## src/hdl/msa_pkg.sv

```systemverilog
// Shared types and constants for the MSA track run-length decoder.
`timescale 1ns / 1ps

package msa_pkg;

   // Field widths fixed by the request and result formats.
   localparam int LENGTH_WIDTH   = 16;
   localparam int BYTE_WIDTH     = 8;
   localparam int RUN_WIDTH      = 14;
   localparam int SPT_WIDTH      = 5;

   // Default sector size in bytes.
   localparam int SECTOR_BYTES_DEFAULT = 512;

   // Configuration port layout.
   localparam int CSR_ADDR_WIDTH = 3;
   localparam int CSR_DATA_WIDTH = 32;
   localparam logic CSR_IDX_SECTOR_COUNT = 1'b0;
   localparam logic [SPT_WIDTH-1:0] SPT_RESET = SPT_WIDTH'(9);

   // Request commands.
   localparam logic CMD_START = 1'b0;
   localparam logic CMD_DATA  = 1'b1;

   // Run-length marker byte.
   localparam logic [BYTE_WIDTH-1:0] RLE_MARK = 8'hE5;

   // Decoder position inside a marker, value, count high, count low sequence.
   localparam logic [1:0] PH_LIT    = 2'd0;
   localparam logic [1:0] PH_VALUE  = 2'd1;
   localparam logic [1:0] PH_CNT_HI = 2'd2;
   localparam logic [1:0] PH_CNT_LO = 2'd3;

   typedef struct packed {
      logic                    command;
      logic [LENGTH_WIDTH-1:0] track_length;
      logic [BYTE_WIDTH-1:0]   data_byte;
   } req_type;

   typedef struct packed {
      logic [BYTE_WIDTH-1:0] run_value;
      logic [RUN_WIDTH-1:0]  run_length;
      logic                  track_end;
      logic                  length_rejected;
   } rsp_type;

endpackage

```

## src/hdl/msa_csr.sv

```systemverilog
// APB-style configuration register holding the sector count of a track.
`timescale 1ns / 1ps

module msa_csr
   import msa_pkg::*;
(
   input  logic                      clock,
   input  logic                      reset,
   input  logic                      psel,
   input  logic                      penable,
   input  logic                      pwrite,
   input  logic [CSR_ADDR_WIDTH-1:0] paddr,
   input  logic [CSR_DATA_WIDTH-1:0] pwdata,
   output logic [CSR_DATA_WIDTH-1:0] prdata,
   output logic                      pready,
   output logic [SPT_WIDTH-1:0]      sector_count
);

   logic [SPT_WIDTH-1:0] spt_ff;
   logic [SPT_WIDTH-1:0] spt_in;
   logic                 sel_spt;

   // Register i sits at byte address 4*i; only bit 2 selects a register.
   assign sel_spt = (paddr[2] == CSR_IDX_SECTOR_COUNT);
   assign pready  = 1'b1;

   always_comb begin
      spt_in = spt_ff;
      if (psel && penable && pwrite && sel_spt) begin
         spt_in = pwdata[SPT_WIDTH-1:0];
      end
   end

   always_ff @(posedge clock) begin
      if (reset) begin
         spt_ff <= SPT_RESET;
      end else begin
         spt_ff <= spt_in;
      end
   end

   assign prdata = sel_spt ? CSR_DATA_WIDTH'(spt_ff) : '0;
   assign sector_count = spt_ff;

endmodule

```

## src/hdl/msa_core.sv

```systemverilog
// Track decode state and run token generation for one accepted request.
`timescale 1ns / 1ps

module msa_core
   import msa_pkg::*;
#(
   parameter int SECTOR_BYTES = SECTOR_BYTES_DEFAULT
)
(
   input  logic                 clock,
   input  logic                 reset,
   input  logic [SPT_WIDTH-1:0] sector_count,
   input  logic                 fire,
   input  req_type              req,
   output logic                 res_valid,
   output rsp_type              res
);

   logic [LENGTH_WIDTH-1:0] input_left_ff, input_left_in;
   logic [RUN_WIDTH-1:0]    output_left_ff, output_left_in;
   logic                    raw_copy_ff, raw_copy_in;
   logic [1:0]              phase_ff, phase_in;
   logic [BYTE_WIDTH-1:0]   held_value_ff, held_value_in;
   logic [BYTE_WIDTH-1:0]   count_high_ff, count_high_in;
   logic                    track_open_ff, track_open_in;

   logic [RUN_WIDTH-1:0]    trk_bytes;
   logic [LENGTH_WIDTH-1:0] trk_bytes_ext;
   logic [LENGTH_WIDTH-1:0] twice_size;
   logic [LENGTH_WIDTH-1:0] input_left_dec;
   logic                    do_emit;
   logic [BYTE_WIDTH-1:0]   emit_value;
   logic [LENGTH_WIDTH-1:0] emit_count;
   logic [RUN_WIDTH-1:0]    run;
   logic [RUN_WIDTH-1:0]    output_left_after;
   logic                    emit_end;

   // The track size always fits the run width for the supported sector sizes.
   assign trk_bytes      = RUN_WIDTH'(sector_count * SECTOR_BYTES);
   assign trk_bytes_ext  = LENGTH_WIDTH'(trk_bytes);
   assign twice_size     = LENGTH_WIDTH'({trk_bytes, 1'b0});
   assign input_left_dec = input_left_ff - LENGTH_WIDTH'(1);

   always_comb begin
      input_left_in     = input_left_ff;
      output_left_in    = output_left_ff;
      raw_copy_in       = raw_copy_ff;
      phase_in          = phase_ff;
      held_value_in     = held_value_ff;
      count_high_in     = count_high_ff;
      track_open_in     = track_open_ff;
      res_valid         = 1'b0;
      res               = '0;
      do_emit           = 1'b0;
      emit_value        = '0;
      emit_count        = '0;
      run               = '0;
      output_left_after = output_left_ff;
      emit_end          = 1'b0;

      if (fire) begin
         if (req.command == CMD_START) begin
            track_open_in = 1'b0;
            phase_in      = PH_LIT;
            held_value_in = '0;
            count_high_in = '0;
            if (req.track_length > twice_size) begin
               input_left_in       = '0;
               output_left_in      = '0;
               raw_copy_in         = 1'b0;
               res_valid           = 1'b1;
               res.track_end       = 1'b1;
               res.length_rejected = 1'b1;
            end else begin
               input_left_in  = req.track_length;
               output_left_in = trk_bytes;
               raw_copy_in    = (req.track_length == trk_bytes_ext);
               track_open_in  = (req.track_length != '0) && (trk_bytes != '0);
            end
         end else if (track_open_ff) begin
            input_left_in = input_left_dec;
            if (raw_copy_ff) begin
               do_emit    = 1'b1;
               emit_value = req.data_byte;
               emit_count = LENGTH_WIDTH'(1);
            end else begin
               unique case (phase_ff)
                  PH_VALUE: begin
                     held_value_in = req.data_byte;
                     phase_in      = PH_CNT_HI;
                  end
                  PH_CNT_HI: begin
                     count_high_in = req.data_byte;
                     phase_in      = PH_CNT_LO;
                  end
                  PH_CNT_LO: begin
                     phase_in   = PH_LIT;
                     do_emit    = 1'b1;
                     emit_value = held_value_ff;
                     emit_count = {count_high_ff, req.data_byte};
                  end
                  PH_LIT: begin
                     // A marker only opens a run when value and count still follow.
                     if ((req.data_byte == RLE_MARK) &&
                         (input_left_dec >= LENGTH_WIDTH'(3))) begin
                        phase_in = PH_VALUE;
                     end else begin
                        do_emit    = 1'b1;
                        emit_value = req.data_byte;
                        emit_count = LENGTH_WIDTH'(1);
                     end
                  end
               endcase
            end

            if (do_emit) begin
               // Clip the run to the room left in the track.
               run = (emit_count < LENGTH_WIDTH'(output_left_ff)) ?
                     emit_count[RUN_WIDTH-1:0] : output_left_ff;
               output_left_after = output_left_ff - run;
               emit_end = (input_left_dec == '0) || (output_left_after == '0);
               output_left_in = output_left_after;
               if (emit_end) begin
                  track_open_in = 1'b0;
               end
               if (run != '0) begin
                  res_valid      = 1'b1;
                  res.run_value  = emit_value;
                  res.run_length = run;
                  res.track_end  = emit_end;
               end
            end
         end
      end
   end

   always_ff @(posedge clock) begin
      if (reset) begin
         input_left_ff  <= '0;
         output_left_ff <= '0;
         raw_copy_ff    <= 1'b0;
         phase_ff       <= PH_LIT;
         held_value_ff  <= '0;
         count_high_ff  <= '0;
         track_open_ff  <= 1'b0;
      end else begin
         input_left_ff  <= input_left_in;
         output_left_ff <= output_left_in;
         raw_copy_ff    <= raw_copy_in;
         phase_ff       <= phase_in;
         held_value_ff  <= held_value_in;
         count_high_ff  <= count_high_in;
         track_open_ff  <= track_open_in;
      end
   end

endmodule

```

## src/hdl/msa_out_reg.sv

```systemverilog
// Result register that holds one run token until the consumer takes it.
`timescale 1ns / 1ps

module msa_out_reg
   import msa_pkg::*;
(
   input  logic    clock,
   input  logic    reset,
   input  logic    load,
   input  rsp_type load_data,
   output logic    slot_free,
   output logic    rsp_valid,
   input  logic    rsp_ready,
   output rsp_type rsp_data
);

   logic    valid_ff, valid_in;
   rsp_type data_ff, data_in;

   // The slot can take a new token in the same cycle the old one leaves.
   assign slot_free = !valid_ff || rsp_ready;

   always_comb begin
      valid_in = valid_ff;
      data_in  = data_ff;
      if (slot_free) begin
         valid_in = load;
      end
      if (load) begin
         data_in = load_data;
      end
   end

   always_ff @(posedge clock) begin
      if (reset) begin
         valid_ff <= 1'b0;
      end else begin
         valid_ff <= valid_in;
      end
   end

   always_ff @(posedge clock) begin
      data_ff <= data_in;
   end

   assign rsp_valid = valid_ff;
   assign rsp_data  = data_ff;

endmodule

```

## src/hdl/msa_track_rle_decoder.sv

```systemverilog
// Top level of the MSA track run-length decoder.
`timescale 1ns / 1ps

// The decoder turns one compressed MSA track into run tokens. A start request
// carries the compressed length of the track; a length above twice the track
// size (sector_count times SECTOR_BYTES) returns one token flagged
// length_rejected and closes the track, a length equal to the track size
// copies every byte as a literal, and any other length decodes 0xE5 followed
// by a value and a big-endian 16-bit count as one run, while any other byte
// is a literal. Run lengths are clipped to the bytes still free in the track,
// and track_end marks the token that uses the last compressed byte or fills the
// track. Runs that clip to zero and bytes after the track closes produce no
// token. One request is accepted every cycle; its token, if any, appears in the
// result register on the next cycle. The only limit on throughput is that
// single result register: a request is taken while the register is empty or
// while its token is being taken in the same cycle. The user must write the
// sector count register only while the decoder is idle; nothing enforces it.

module msa_track_rle_decoder
   import msa_pkg::*;
#(
   parameter int SECTOR_BYTES = SECTOR_BYTES_DEFAULT
)
(
   input  logic                      clock,
   input  logic                      reset,

   // Request channel.
   input  logic                      req_valid,
   output logic                      req_ready,
   input  req_type                   req_data,

   // Result channel.
   output logic                      rsp_valid,
   input  logic                      rsp_ready,
   output rsp_type                   rsp_data,

   // Configuration port.
   input  logic                      psel,
   input  logic                      penable,
   input  logic                      pwrite,
   input  logic [CSR_ADDR_WIDTH-1:0] paddr,
   input  logic [CSR_DATA_WIDTH-1:0] pwdata,
   output logic [CSR_DATA_WIDTH-1:0] prdata,
   output logic                      pready
);

   logic [SPT_WIDTH-1:0] sector_count;
   logic                 slot_free;
   logic                 fire;
   logic                 res_valid;
   rsp_type              res;

   // A request is taken whenever the result register has room for its token.
   assign req_ready = slot_free;
   assign fire      = req_valid && req_ready;

   msa_csr u_csr (
      .clock        (clock),
      .reset        (reset),
      .psel         (psel),
      .penable      (penable),
      .pwrite       (pwrite),
      .paddr        (paddr),
      .pwdata       (pwdata),
      .prdata       (prdata),
      .pready       (pready),
      .sector_count (sector_count)
   );

   msa_core #(
      .SECTOR_BYTES (SECTOR_BYTES)
   ) u_core (
      .clock        (clock),
      .reset        (reset),
      .sector_count (sector_count),
      .fire         (fire),
      .req          (req_data),
      .res_valid    (res_valid),
      .res          (res)
   );

   msa_out_reg u_out_reg (
      .clock     (clock),
      .reset     (reset),
      .load      (res_valid),
      .load_data (res),
      .slot_free (slot_free),
      .rsp_valid (rsp_valid),
      .rsp_ready (rsp_ready),
      .rsp_data  (rsp_data)
   );

endmodule
```

## config.mk

```make
export PLATFORM = sky130hd
export DESIGN_NAME = msa_track_rle_decoder
export DESIGN_NICKNAME = d
export VERILOG_FILES = /design/src/hdl/msa_pkg.sv /design/src/hdl/msa_csr.sv /design/src/hdl/msa_core.sv /design/src/hdl/msa_out_reg.sv /design/src/hdl/msa_track_rle_decoder.sv
export SDC_FILE = /design/constraint.sdc
export NUM_CORES = 1
export LEC_CHECK = 0
export BUFFER_PORTS_ARGS = -buffer_cell sky130_fd_sc_hd__buf_4
export CAP_MARGIN = 25
export CORE_ASPECT_RATIO = 1.25
export CORE_MARGIN = 4
export CORE_UTILIZATION = 50
export CTS_BUF_LIST = sky130_fd_sc_hd__clkbuf_16
export DETAILED_ROUTE_END_ITERATION = 12
export MAX_ROUTING_LAYER = met4
export PLACE_DENSITY = 0.8
export SLEW_MARGIN = 15
export SYNTH_ARGS = -nofsm -noshare
export SYNTH_HDL_FRONTEND = slang
export SYNTH_SLANG_ARGS = --single-unit
```

## constraint.sdc

```tcl
create_clock -name clock -period 6.1 [get_ports clock]
set_input_delay 0.61 -clock clock [delete_from_list [all_inputs] [get_ports clock]]
set_output_delay 0.61 -clock clock [all_outputs]
set_load 0.05 [all_outputs]
```

==> metrics.txt, run 1 <==
# TYPE chip_impl_metric gauge
chip_impl_metric{name="num-fill-cells",unit=""} 1168
chip_impl_metric{name="placement.io_buffers",unit=""} 68
chip_impl_metric{name="grt-ovfl-total",unit=""} 0
chip_impl_info{name="reg2reg_to",value="u_out_reg.rsp_data[1]"} 1
chip_impl_metric{name="dieArea",unit="um^2"} 14400
chip_impl_metric{name="post_drt_via_cell_ratio",unit=""} 6.02
chip_impl_metric{name="worst_setup_hold_path_clk_slew",unit="ns"} 0.07
chip_impl_metric{name="timing.final.hold_violations",unit=""} 0
chip_impl_metric{name="final_layout_size_suffix_gt1_frac",unit=""} 0.151
chip_impl_metric{name="final_nets",unit=""} 978
chip_impl_metric{name="syn-mean-instance-area",unit="um^2"} 7.60
chip_impl_info{name="hold_class",value="register to register"} 1
chip_impl_metric{name="ios",unit=""} 126
chip_impl_metric{name="grt_antenna_before_repair",unit=""} 0
chip_impl_metric{name="achievable-frequency",unit="GHz"} 0.168
chip_impl_metric{name="ys_warn_count",unit=""} 0
chip_impl_metric{name="drtAntennaViolNets",unit=""} 0
chip_impl_info{name="worst_setup_path_startpoint",value="u_core.input_left_ff[1]"} 1
chip_impl_metric{name="num_vias",unit=""} 6317
chip_impl_metric{name="clock_tree.htree_level_count",unit=""} 3
chip_impl_metric{name="asyncSetResetFlopFracSynth",unit=""} 0
chip_impl_metric{name="ffs_latches_synth",unit=""} 80
chip_impl_metric{name="slew_violations",unit=""} 0
chip_impl_metric{name="worst-path-max-fanout",unit=""} 7
chip_impl_metric{name="final_min_period_over_clock_period",unit=""} 0.978
chip_impl_metric{name="r2r_cells",unit=""} 22
chip_impl_info{name="origin_of_the_critical_flop_to_flop_path",value="u_core.input_left_ff[1]"} 1
chip_impl_metric{name="stdcell_count",unit=""} 1049
chip_impl_metric{name="number_of_enable_flip_flop_cells_after_synthesis",unit=""} 24
chip_impl_metric{name="global_route.usage.met1",unit=""} 0.313
chip_impl_metric{name="yosysSeqAreaShare",unit=""} 0.294
chip_impl_metric{name="timing.clock.skew",unit="ns"} 0.00800
chip_impl_metric{name="core-area",unit="um^2"} 12200
chip_impl_metric{name="timing.hold.ws",unit="ns"} 0.459
chip_impl_metric{name="detail_route.iter0.violations",unit=""} 532
chip_impl_metric{name="timing.critical_path.required",unit="ns"} 6.31
chip_impl_metric{name="maxCapViolCount",unit=""} 0
chip_impl_metric{name="max-clock-path-buffers",unit=""} 2
chip_impl_metric{name="min_period",unit="ns"} 5.97
chip_impl_info{name="timing_worst_setup_path_type",value="register to register"} 1
chip_impl_info{name="postSynth.topFlopCell",value="sky130_fd_sc_hd__dfxtp_1"} 1
chip_impl_info{name="cts_root_buf",value="sky130_fd_sc_hd__clkbuf_16"} 1
chip_impl_metric{name="drc",unit=""} 0
chip_impl_metric{name="met2_usage",unit=""} 0.427
chip_impl_metric{name="slew_headroom",unit=""} 0.363
chip_impl_metric{name="avgRoutedWirePerCell",unit="um"} 17.3
chip_impl_metric{name="groute.layer.met3.usage",unit=""} 0.0315
chip_impl_metric{name="cp.arrival",unit="ns"} 6.18
chip_impl_metric{name="insertedDiodeCount",unit=""} 0
chip_impl_metric{name="vdd_ir_drop_max",unit="mV"} 0.137
chip_impl_metric{name="detailed_place_hpwl",unit="um"} 13300
chip_impl_metric{name="synthesis.area",unit="um^2"} 6260
chip_impl_metric{name="final.setup.tns",unit="ns"} 0
chip_impl_info{name="global_route.peak_usage_layer",value="met2"} 1
chip_impl_metric{name="postRouteWirelength",unit="um"} 18100
chip_impl_metric{name="floorplan.initialDensity",unit=""} 0.513
chip_impl_info{name="cp-endpoint",value="u_out_reg.rsp_data[1]"} 1
chip_impl_metric{name="finalSetupViolations",unit=""} 0
chip_impl_metric{name="setup.reg_to_reg.worst_slack",unit="ns"} 0.13
chip_impl_info{name="run_status",value="finished clean"} 1
chip_impl_metric{name="tritoncts_num_sinks",unit=""} 80
chip_impl_metric{name="ys_types",unit=""} 80
chip_impl_metric{name="hold_buffers",unit=""} 0
chip_impl_metric{name="detailedRoute.firstPassIterationCount",unit=""} 5
chip_impl_metric{name="max_slew.worst_pin.slew",unit="ns"} 0.952
chip_impl_metric{name="area_delta_synth_final",unit="%"} 14.9
chip_impl_metric{name="pwr_density_cell",unit="nW/um^2"} 214
chip_impl_metric{name="p_leak",unit="nW"} 2.91
chip_impl_metric{name="postSynthCellCount",unit=""} 824
chip_impl_metric{name="number_of_global_route_vias_before_repair",unit=""} 5695
chip_impl_metric{name="die_w",unit="um"} 108
chip_impl_metric{name="global_route_wire_length_before_repair",unit="um"} 28700
chip_impl_info{name="hold_path.startpoint",value="u_core.held_value_ff[6]"} 1
chip_impl_info{name="worst_setup_path_start_kind",value="register"} 1
chip_impl_info{name="endpoint_kind",value="register"} 1
chip_impl_metric{name="numCtsBuffers",unit=""} 9
chip_impl_metric{name="grt_use_total",unit=""} 0.255
chip_impl_metric{name="rows",unit=""} 45
chip_impl_metric{name="post_place_cells",unit=""} 1028
chip_impl_metric{name="place_congestion",unit=""} 0.972
chip_impl_metric{name="grt_max_degree",unit=""} 57
chip_impl_info{name="clock_tree_from_tritoncts",value="done"} 1
chip_impl_metric{name="clock_latency",unit="ns"} 0.35
chip_impl_metric{name="die-height",unit="um"} 133
[worst min path at each step]
stage                               to  depth (start not counted)
2_1_floorplan  u_core.held_value_ff[0]                          2
3_3_place_gp   u_core.held_value_ff[4]                          2
3_5_place_dp   u_core.held_value_ff[6]                          2
4_1_cts        u_core.held_value_ff[6]                          2
5_1_grt        u_core.held_value_ff[6]                          2
6_report       u_core.held_value_ff[6]                          2
[cell usage after synthesis (6+ instances only)]
cell	instances	share of area
sky130_fd_sc_hd__o21a_1	6	0.0072
sky130_fd_sc_hd__a21o_1	7	0.0084
sky130_fd_sc_hd__nor2b_1	7	0.0070
sky130_fd_sc_hd__nand2b_1	20	0.020
sky130_fd_sc_hd__inv_1	48	0.029
sky130_fd_sc_hd__clkbuf_1	40	0.024
sky130_fd_sc_hd__ha_1	31	0.062
sky130_fd_sc_hd__edfxtp_1	24	0.12
sky130_fd_sc_hd__xor2_1	6	0.0084
sky130_fd_sc_hd__a211oi_1	14	0.017
sky130_fd_sc_hd__or3_1	7	0.0070
sky130_fd_sc_hd__mux2i_1	6	0.0096
sky130_fd_sc_hd__buf_2	6	0.0048
sky130_fd_sc_hd__nand3_1	33	0.026
sky130_fd_sc_hd__nand4_1	7	0.0070
sky130_fd_sc_hd__xnor2_1	19	0.027
sky130_fd_sc_hd__nor3_1	26	0.021
sky130_fd_sc_hd__a31oi_1	12	0.012
sky130_fd_sc_hd__buf_4	28	0.034
sky130_fd_sc_hd__nor4_1	11	0.011
sky130_fd_sc_hd__nor2_1	104	0.062
sky130_fd_sc_hd__and2_1	9	0.0090
sky130_fd_sc_hd__nand2_1	72	0.043
sky130_fd_sc_hd__a21oi_1	62	0.050
sky130_fd_sc_hd__dfxtp_1	56	0.18
sky130_fd_sc_hd__a221oi_1	12	0.017
sky130_fd_sc_hd__a22oi_1	20	0.024
sky130_fd_sc_hd__o21ai_0	31	0.025
[registers in the layout, indices dropped and copies added, names as in the netlist]
signal	flops
u_core.output_left_ff	14
u_out_reg.rsp_data	24
u_core.raw_copy_ff	1
u_core.count_high_ff	8
u_csr.sector_count	5
u_out_reg.rsp_valid	1
u_core.held_value_ff	8
u_core.phase_ff	2
u_core.input_left_ff	16
u_core.track_open_ff	1
[layout by cell type (no fill, tap or decap), types with 12 or more instances in the layout]
master / synthesis / routed
sky130_fd_sc_hd__nor2_1: 104 / 104
sky130_fd_sc_hd__buf_4: 28 / 97
sky130_fd_sc_hd__nand2_1: 72 / 72
sky130_fd_sc_hd__a21oi_1: 62 / 61
sky130_fd_sc_hd__dfxtp_1: 56 / 55
sky130_fd_sc_hd__inv_1: 48 / 47
sky130_fd_sc_hd__nand3_1: 33 / 33
sky130_fd_sc_hd__o21ai_0: 31 / 31
sky130_fd_sc_hd__ha_1: 31 / 31
sky130_fd_sc_hd__conb_1: 2 / 28
sky130_fd_sc_hd__nor3_1: 26 / 26
sky130_fd_sc_hd__edfxtp_1: 24 / 24
sky130_fd_sc_hd__nand2b_1: 20 / 20
sky130_fd_sc_hd__a22oi_1: 20 / 20
sky130_fd_sc_hd__xnor2_1: 19 / 19
sky130_fd_sc_hd__a211oi_1: 14 / 14
sky130_fd_sc_hd__a31oi_1: 12 / 12
sky130_fd_sc_hd__a221oi_1: 12 / 12
[report_power, final]
group	leakage (nW)	internal (mW)	switching (mW)
clock	0.130	0.280	0.242
sequential	0.691	0.566	0.0181
combinational	2.08	0.159	0.274
[per-stage QoR]
stage          worst slack [ns]  utilization  area, um^2  power, mW
3_5_place_dp              0.168        0.561        6860       1.01
4_1_cts                   0.108        0.585        7140       1.52
5_1_grt                 -0.0521        0.589        7200       1.60
3_3_place_gp              0.237        0.561        6860       1.00
2_1_floorplan            0.0704            -        6360      0.903
6_report                  0.134        0.589        7200       1.54
[cell type report]
type | count | area [um^2] | share of cell area
Timing Repair Buffer | 98 | 748 | 0.104
Clock buffer | 9 | 225 | 0.0313
Inverter | 48 | 180 | 0.0250
Tap cell | 164 | 205 | 0.0285
Multi-Input combinational cell | 643 | 3940 | 0.547
Clock inverter | 7 | 56.3 | 0.00782
Sequential cell | 80 | 1840 | 0.256
[worst max-delay path, stage by stage (launching register included)]
cell and delay [ns]:
sky130_fd_sc_hd__dfxtp_2 0.35, sky130_fd_sc_hd__inv_2 0.07, sky130_fd_sc_hd__ha_1 0.15, sky130_fd_sc_hd__or3b_4 0.39
sky130_fd_sc_hd__or4_4 0.52, sky130_fd_sc_hd__a2111o_1 0.43, sky130_fd_sc_hd__nor4_4 0.38, sky130_fd_sc_hd__a21oi_2 0.13
sky130_fd_sc_hd__or2_0 0.27, sky130_fd_sc_hd__a21oi_2 0.17, sky130_fd_sc_hd__inv_1 0.06, sky130_fd_sc_hd__ha_1 0.19
sky130_fd_sc_hd__inv_1 0.10, sky130_fd_sc_hd__ha_1 0.17, sky130_fd_sc_hd__inv_1 0.05, sky130_fd_sc_hd__and2_1 0.17
sky130_fd_sc_hd__a31o_2 0.22, sky130_fd_sc_hd__o211a_1 0.20, sky130_fd_sc_hd__a221o_1 0.27, sky130_fd_sc_hd__or4b_1 0.54
sky130_fd_sc_hd__or4b_4 0.54, sky130_fd_sc_hd__nor4_4 0.28, sky130_fd_sc_hd__a21o_1 0.18
[routing by layer]
layer | vias up | wire (um)
met3 | 42 | 1150
met2 | 245 | 9140
met5 | - | 0
met4 | 0 | 516
met1 | 2981 | 7310
li1 | 3049 | -
[timing repair]
item / CTS / global route
hold endpoints to repair: 0 / 0
endpoints found under the setup margin: 0 / 2
buffers inserted: 0 / 4
resized for setup: 0 / 6
[cell families (layout without fill, tap and decap cells)]
family          after synthesis  in the layout  synth area share
fa+ha+maj                    31             31            0.0619
flops                        80             80             0.294
buf+inv                     127            162            0.0953
other cells                   2             28           0.00120
mux                           7              7            0.0114
simple gates                330            330             0.262
compound gates              222            222             0.240
xor+xnor                     25             25            0.0350
Note: power is estimated with default switching activity, not from simulation.
==> run 2: changes to the inputs <==
--- a/config.mk
+++ b/config.mk
@@ -8,12 +8,12 @@
 export BUFFER_PORTS_ARGS = -buffer_cell sky130_fd_sc_hd__buf_4
 export CAP_MARGIN = 25
 export CORE_ASPECT_RATIO = 1.25
-export CORE_MARGIN = 4
-export CORE_UTILIZATION = 50
+export CORE_MARGIN = 3
+export CORE_UTILIZATION = 51
 export CTS_BUF_LIST = sky130_fd_sc_hd__clkbuf_16
 export DETAILED_ROUTE_END_ITERATION = 12
 export MAX_ROUTING_LAYER = met4
-export PLACE_DENSITY = 0.8
+export PLACE_DENSITY = 0.81
 export SLEW_MARGIN = 15
 export SYNTH_ARGS = -nofsm -noshare
 export SYNTH_HDL_FRONTEND = slang
==> run 2 against run 1 <==
Compared with the run above:
- via count up 1.1%
- global-route usage up 1.3 points
- maximum frequency up 0.38%
- final area up 0.35%
- non-clock buffer count up 2
- die area down 5.1%
- cell count about the same
- worst hold slack worse by 0.0033 ns
- register-to-register slack better by 0.02 ns
- utilization up 2.1 points
- flip-flop and latch count unchanged
- highest routed layer unchanged
==> metrics.txt, run 2 (synthesis results as in run 1) <==
# TYPE chip_impl_metric gauge
chip_impl_metric{name="die_w",unit="um"} 105
chip_impl_metric{name="final_min_period_over_clock_period",unit=""} 0.974
chip_impl_metric{name="place_congestion",unit=""} 0.969
chip_impl_metric{name="detailedRoute.firstPassIterationCount",unit=""} 6
chip_impl_metric{name="setup.reg_to_reg.worst_slack",unit="ns"} 0.16
chip_impl_metric{name="rows",unit=""} 44
chip_impl_metric{name="largest_register_ff_count",unit=""} 24
chip_impl_metric{name="global_route_wire_length_before_repair",unit="um"} 28800
chip_impl_metric{name="dieArea",unit="um^2"} 13700
chip_impl_info{name="clock_tree_from_tritoncts",value="done"} 1
chip_impl_metric{name="finalSetupViolations",unit=""} 0
chip_impl_metric{name="post_drt_via_cell_ratio",unit=""} 6.09
chip_impl_metric{name="achievable-frequency",unit="GHz"} 0.168
chip_impl_metric{name="number_of_global_route_vias_before_repair",unit=""} 5920
chip_impl_info{name="worst_setup_path_startpoint",value="u_core.input_left_ff[1]"} 1
chip_impl_metric{name="clock_tree.htree_level_count",unit=""} 3
chip_impl_metric{name="num_vias",unit=""} 6386
chip_impl_info{name="origin_of_the_critical_flop_to_flop_path",value="u_core.input_left_ff[1]"} 1
chip_impl_info{name="worst_setup_path_start_kind",value="register"} 1
chip_impl_info{name="endpoint_kind",value="register"} 1
chip_impl_metric{name="numCtsBuffers",unit=""} 9
chip_impl_metric{name="grt-ovfl-total",unit=""} 0
chip_impl_metric{name="area_delta_synth_final",unit="%"} 15.3
chip_impl_metric{name="worst_setup_hold_path_clk_slew",unit="ns"} 0.06
chip_impl_metric{name="slew_violations",unit=""} 0
chip_impl_metric{name="max_slew.worst_pin.slew",unit="ns"} 1.05
chip_impl_metric{name="drc",unit=""} 0
chip_impl_metric{name="floorplan.initialDensity",unit=""} 0.529
chip_impl_info{name="timing.critical_path.max_delay_family",value="simple AND/OR/NAND/NOR gates"} 1
chip_impl_metric{name="r2r_cells",unit=""} 22
chip_impl_metric{name="final.setup.tns",unit="ns"} 0
chip_impl_metric{name="grt_max_degree",unit=""} 57
chip_impl_metric{name="cp.arrival",unit="ns"} 6.15
chip_impl_info{name="run_status",value="finished clean"} 1
chip_impl_metric{name="min_period",unit="ns"} 5.94
chip_impl_info{name="layout.cells.most_common_list",value="104 x sky130_fd_sc_hd__nor2_1, 99 x sky130_fd_sc_hd__buf_4, 72 x sky130_fd_sc_hd__nand2_1"} 1
chip_impl_metric{name="clock_latency",unit="ns"} 0.34
chip_impl_info{name="crit_path_frequent_cell",value="sky130_fd_sc_hd__inv_1"} 1
chip_impl_info{name="critical_path.cell_chain",value="inv_1 > ha_1 > or3b_4 > or4_4 > a2111o_1 > nor4_4 > a21oi_4 > or2_1 > a21oi_2 > inv_1 > ha_1 > inv_1 > ha_1 > inv_1 > and2_1 > a31o_2 > o211a_1 > a221o_1 > or4b_1 > or4b_4 > nor4_4 > a21o_1"} 1
chip_impl_info{name="cp-endpoint",value="u_out_reg.rsp_data[1]"} 1
chip_impl_metric{name="p_leak",unit="nW"} 2.93
chip_impl_metric{name="part_of_the_power_in_registers",unit=""} 0.372
chip_impl_metric{name="combinational_cell_fraction_of_total_power",unit=""} 0.281
chip_impl_metric{name="clockPowerShare",unit=""} 0.347
chip_impl_metric{name="final_nets",unit=""} 980
chip_impl_info{name="hold_class",value="register to register"} 1
chip_impl_metric{name="timing.critical_path.required",unit="ns"} 6.31
chip_impl_metric{name="timing.final.hold_violations",unit=""} 0
chip_impl_metric{name="drtAntennaViolNets",unit=""} 0
chip_impl_info{name="timing_worst_setup_path_type",value="register to register"} 1
chip_impl_info{name="reg2reg_to",value="u_out_reg.rsp_data[1]"} 1
chip_impl_info{name="crit_slowest_cell",value="sky130_fd_sc_hd__or4b_4"} 1
chip_impl_metric{name="p_int",unit="mW"} 1.04
chip_impl_metric{name="slew_headroom",unit=""} 0.295
chip_impl_metric{name="maxCapViolCount",unit=""} 0
chip_impl_metric{name="regArea",unit="um^2"} 1840
chip_impl_metric{name="cpPeakStageDelay",unit="ns"} 0.53
chip_impl_metric{name="pwr_density_cell",unit="nW/um^2"} 216
chip_impl_metric{name="ios",unit=""} 126
chip_impl_metric{name="tritoncts_num_sinks",unit=""} 80
chip_impl_metric{name="grt_antenna_before_repair",unit=""} 0
chip_impl_metric{name="vdd_ir_drop_max",unit="mV"} 0.138
chip_impl_metric{name="postRouteWirelength",unit="um"} 18400
chip_impl_info{name="cts_root_buf",value="sky130_fd_sc_hd__clkbuf_16"} 1
chip_impl_info{name="layout_commonest_cell",value="sky130_fd_sc_hd__nor2_1"} 1
chip_impl_metric{name="multi_input_comb_area",unit="um^2"} 3950
chip_impl_metric{name="final_layout_size_suffix_gt1_frac",unit=""} 0.148
chip_impl_metric{name="final_core_utilization",unit=""} 0.610
chip_impl_metric{name="detailed_place_hpwl",unit="um"} 13300
chip_impl_metric{name="power.switching_fraction",unit=""} 0.337
chip_impl_metric{name="max-clock-path-buffers",unit=""} 2
chip_impl_metric{name="avgRoutedWirePerCell",unit="um"} 17.6
chip_impl_metric{name="grt_use_total",unit=""} 0.268
chip_impl_metric{name="timing.clock.skew",unit="ns"} 0.00695
chip_impl_metric{name="num-fill-cells",unit=""} 1092
chip_impl_metric{name="detail_route.iter0.violations",unit=""} 592
chip_impl_metric{name="worst-path-max-fanout",unit=""} 4
chip_impl_metric{name="crit_buf_inv",unit=""} 4
chip_impl_metric{name="die-height",unit="um"} 130
chip_impl_metric{name="insertedDiodeCount",unit=""} 0
chip_impl_metric{name="total_switching_power",unit="mW"} 0.526
chip_impl_metric{name="critical_path_depth",unit=""} 22
chip_impl_metric{name="core-area",unit="um^2"} 11800
chip_impl_metric{name="placement.io_buffers",unit=""} 68
## run 2: stage by stage
stage	area (um^2)	hold slack [ns]	power, mW	cells	worst slack [ns]
2_1_floorplan	6360	0.436	0.903	850	0.0704
6_report	7220	0.456	1.56	1048	0.157
3_5_place_dp	6890	0.448	1.01	1029	0.100
5_1_grt	7220	0.468	1.62	1048	-0.0292
3_3_place_gp	6890	0.442	1.01	1029	0.203
4_1_cts	7170	0.456	1.54	1045	0.0660
## run 2: per-layer routing
layer,global-route usage,part of all wire
met4,0.149,0.046
met1,0.304,0.39
met2,0.455,0.50
met5,-,0
met3,0.0426,0.066
## run 2: worst min path at each step
| stage | cells past startpoint | slack (ns) | startpoint | to |
|---|---|---|---|---|
| after floorplan | 2 | 0.44 | u_core.held_value_ff[0] | u_core.held_value_ff[0] |
| after global placement | 2 | 0.44 | u_core.held_value_ff[7] | u_core.held_value_ff[7] |
| after detailed placement | 2 | 0.45 | u_core.held_value_ff[0] | u_core.held_value_ff[0] |
| after CTS | 2 | 0.46 | u_core.held_value_ff[0] | u_core.held_value_ff[0] |
| after global routing | 2 | 0.47 | u_core.held_value_ff[0] | u_core.held_value_ff[0] |
| final | 2 | 0.46 | u_core.held_value_ff[0] | u_core.held_value_ff[0] |
## run 2: power groups by stage
stage / sequential (mW) / combinational (mW) / clock, mW
final: 0.582 / 0.439 / 0.542
after floorplan: 0.609 / 0.293 / 0
after global routing: 0.583 / 0.469 / 0.566
after global placement: 0.592 / 0.414 / 0
after detailed placement: 0.592 / 0.418 / 0
after CTS: 0.581 / 0.420 / 0.544
## run 2: timing repair
action	in CTS	in global routing
hold buffers	0	0
endpoints found under the setup margin	0	2
gates resized for setup	0	7
setup buffers	0	2
## run 2: cell type report
type | count | share of cell area
repair buffers | 100 | 0.106
well taps | 161 | 0.0279
clock inverters | 7 | 0.00849
clock buffers | 9 | 0.0312
inverters | 48 | 0.0249
flip-flops and latches | 80 | 0.255
multi-input cells | 643 | 0.547
## run 2: worst min-delay path, stage by stage, from the launching register on
cell and delay (ns):
sky130_fd_sc_hd__dfxtp_1 0.31, sky130_fd_sc_hd__nand2_1 0.05, sky130_fd_sc_hd__a21oi_1 0.05
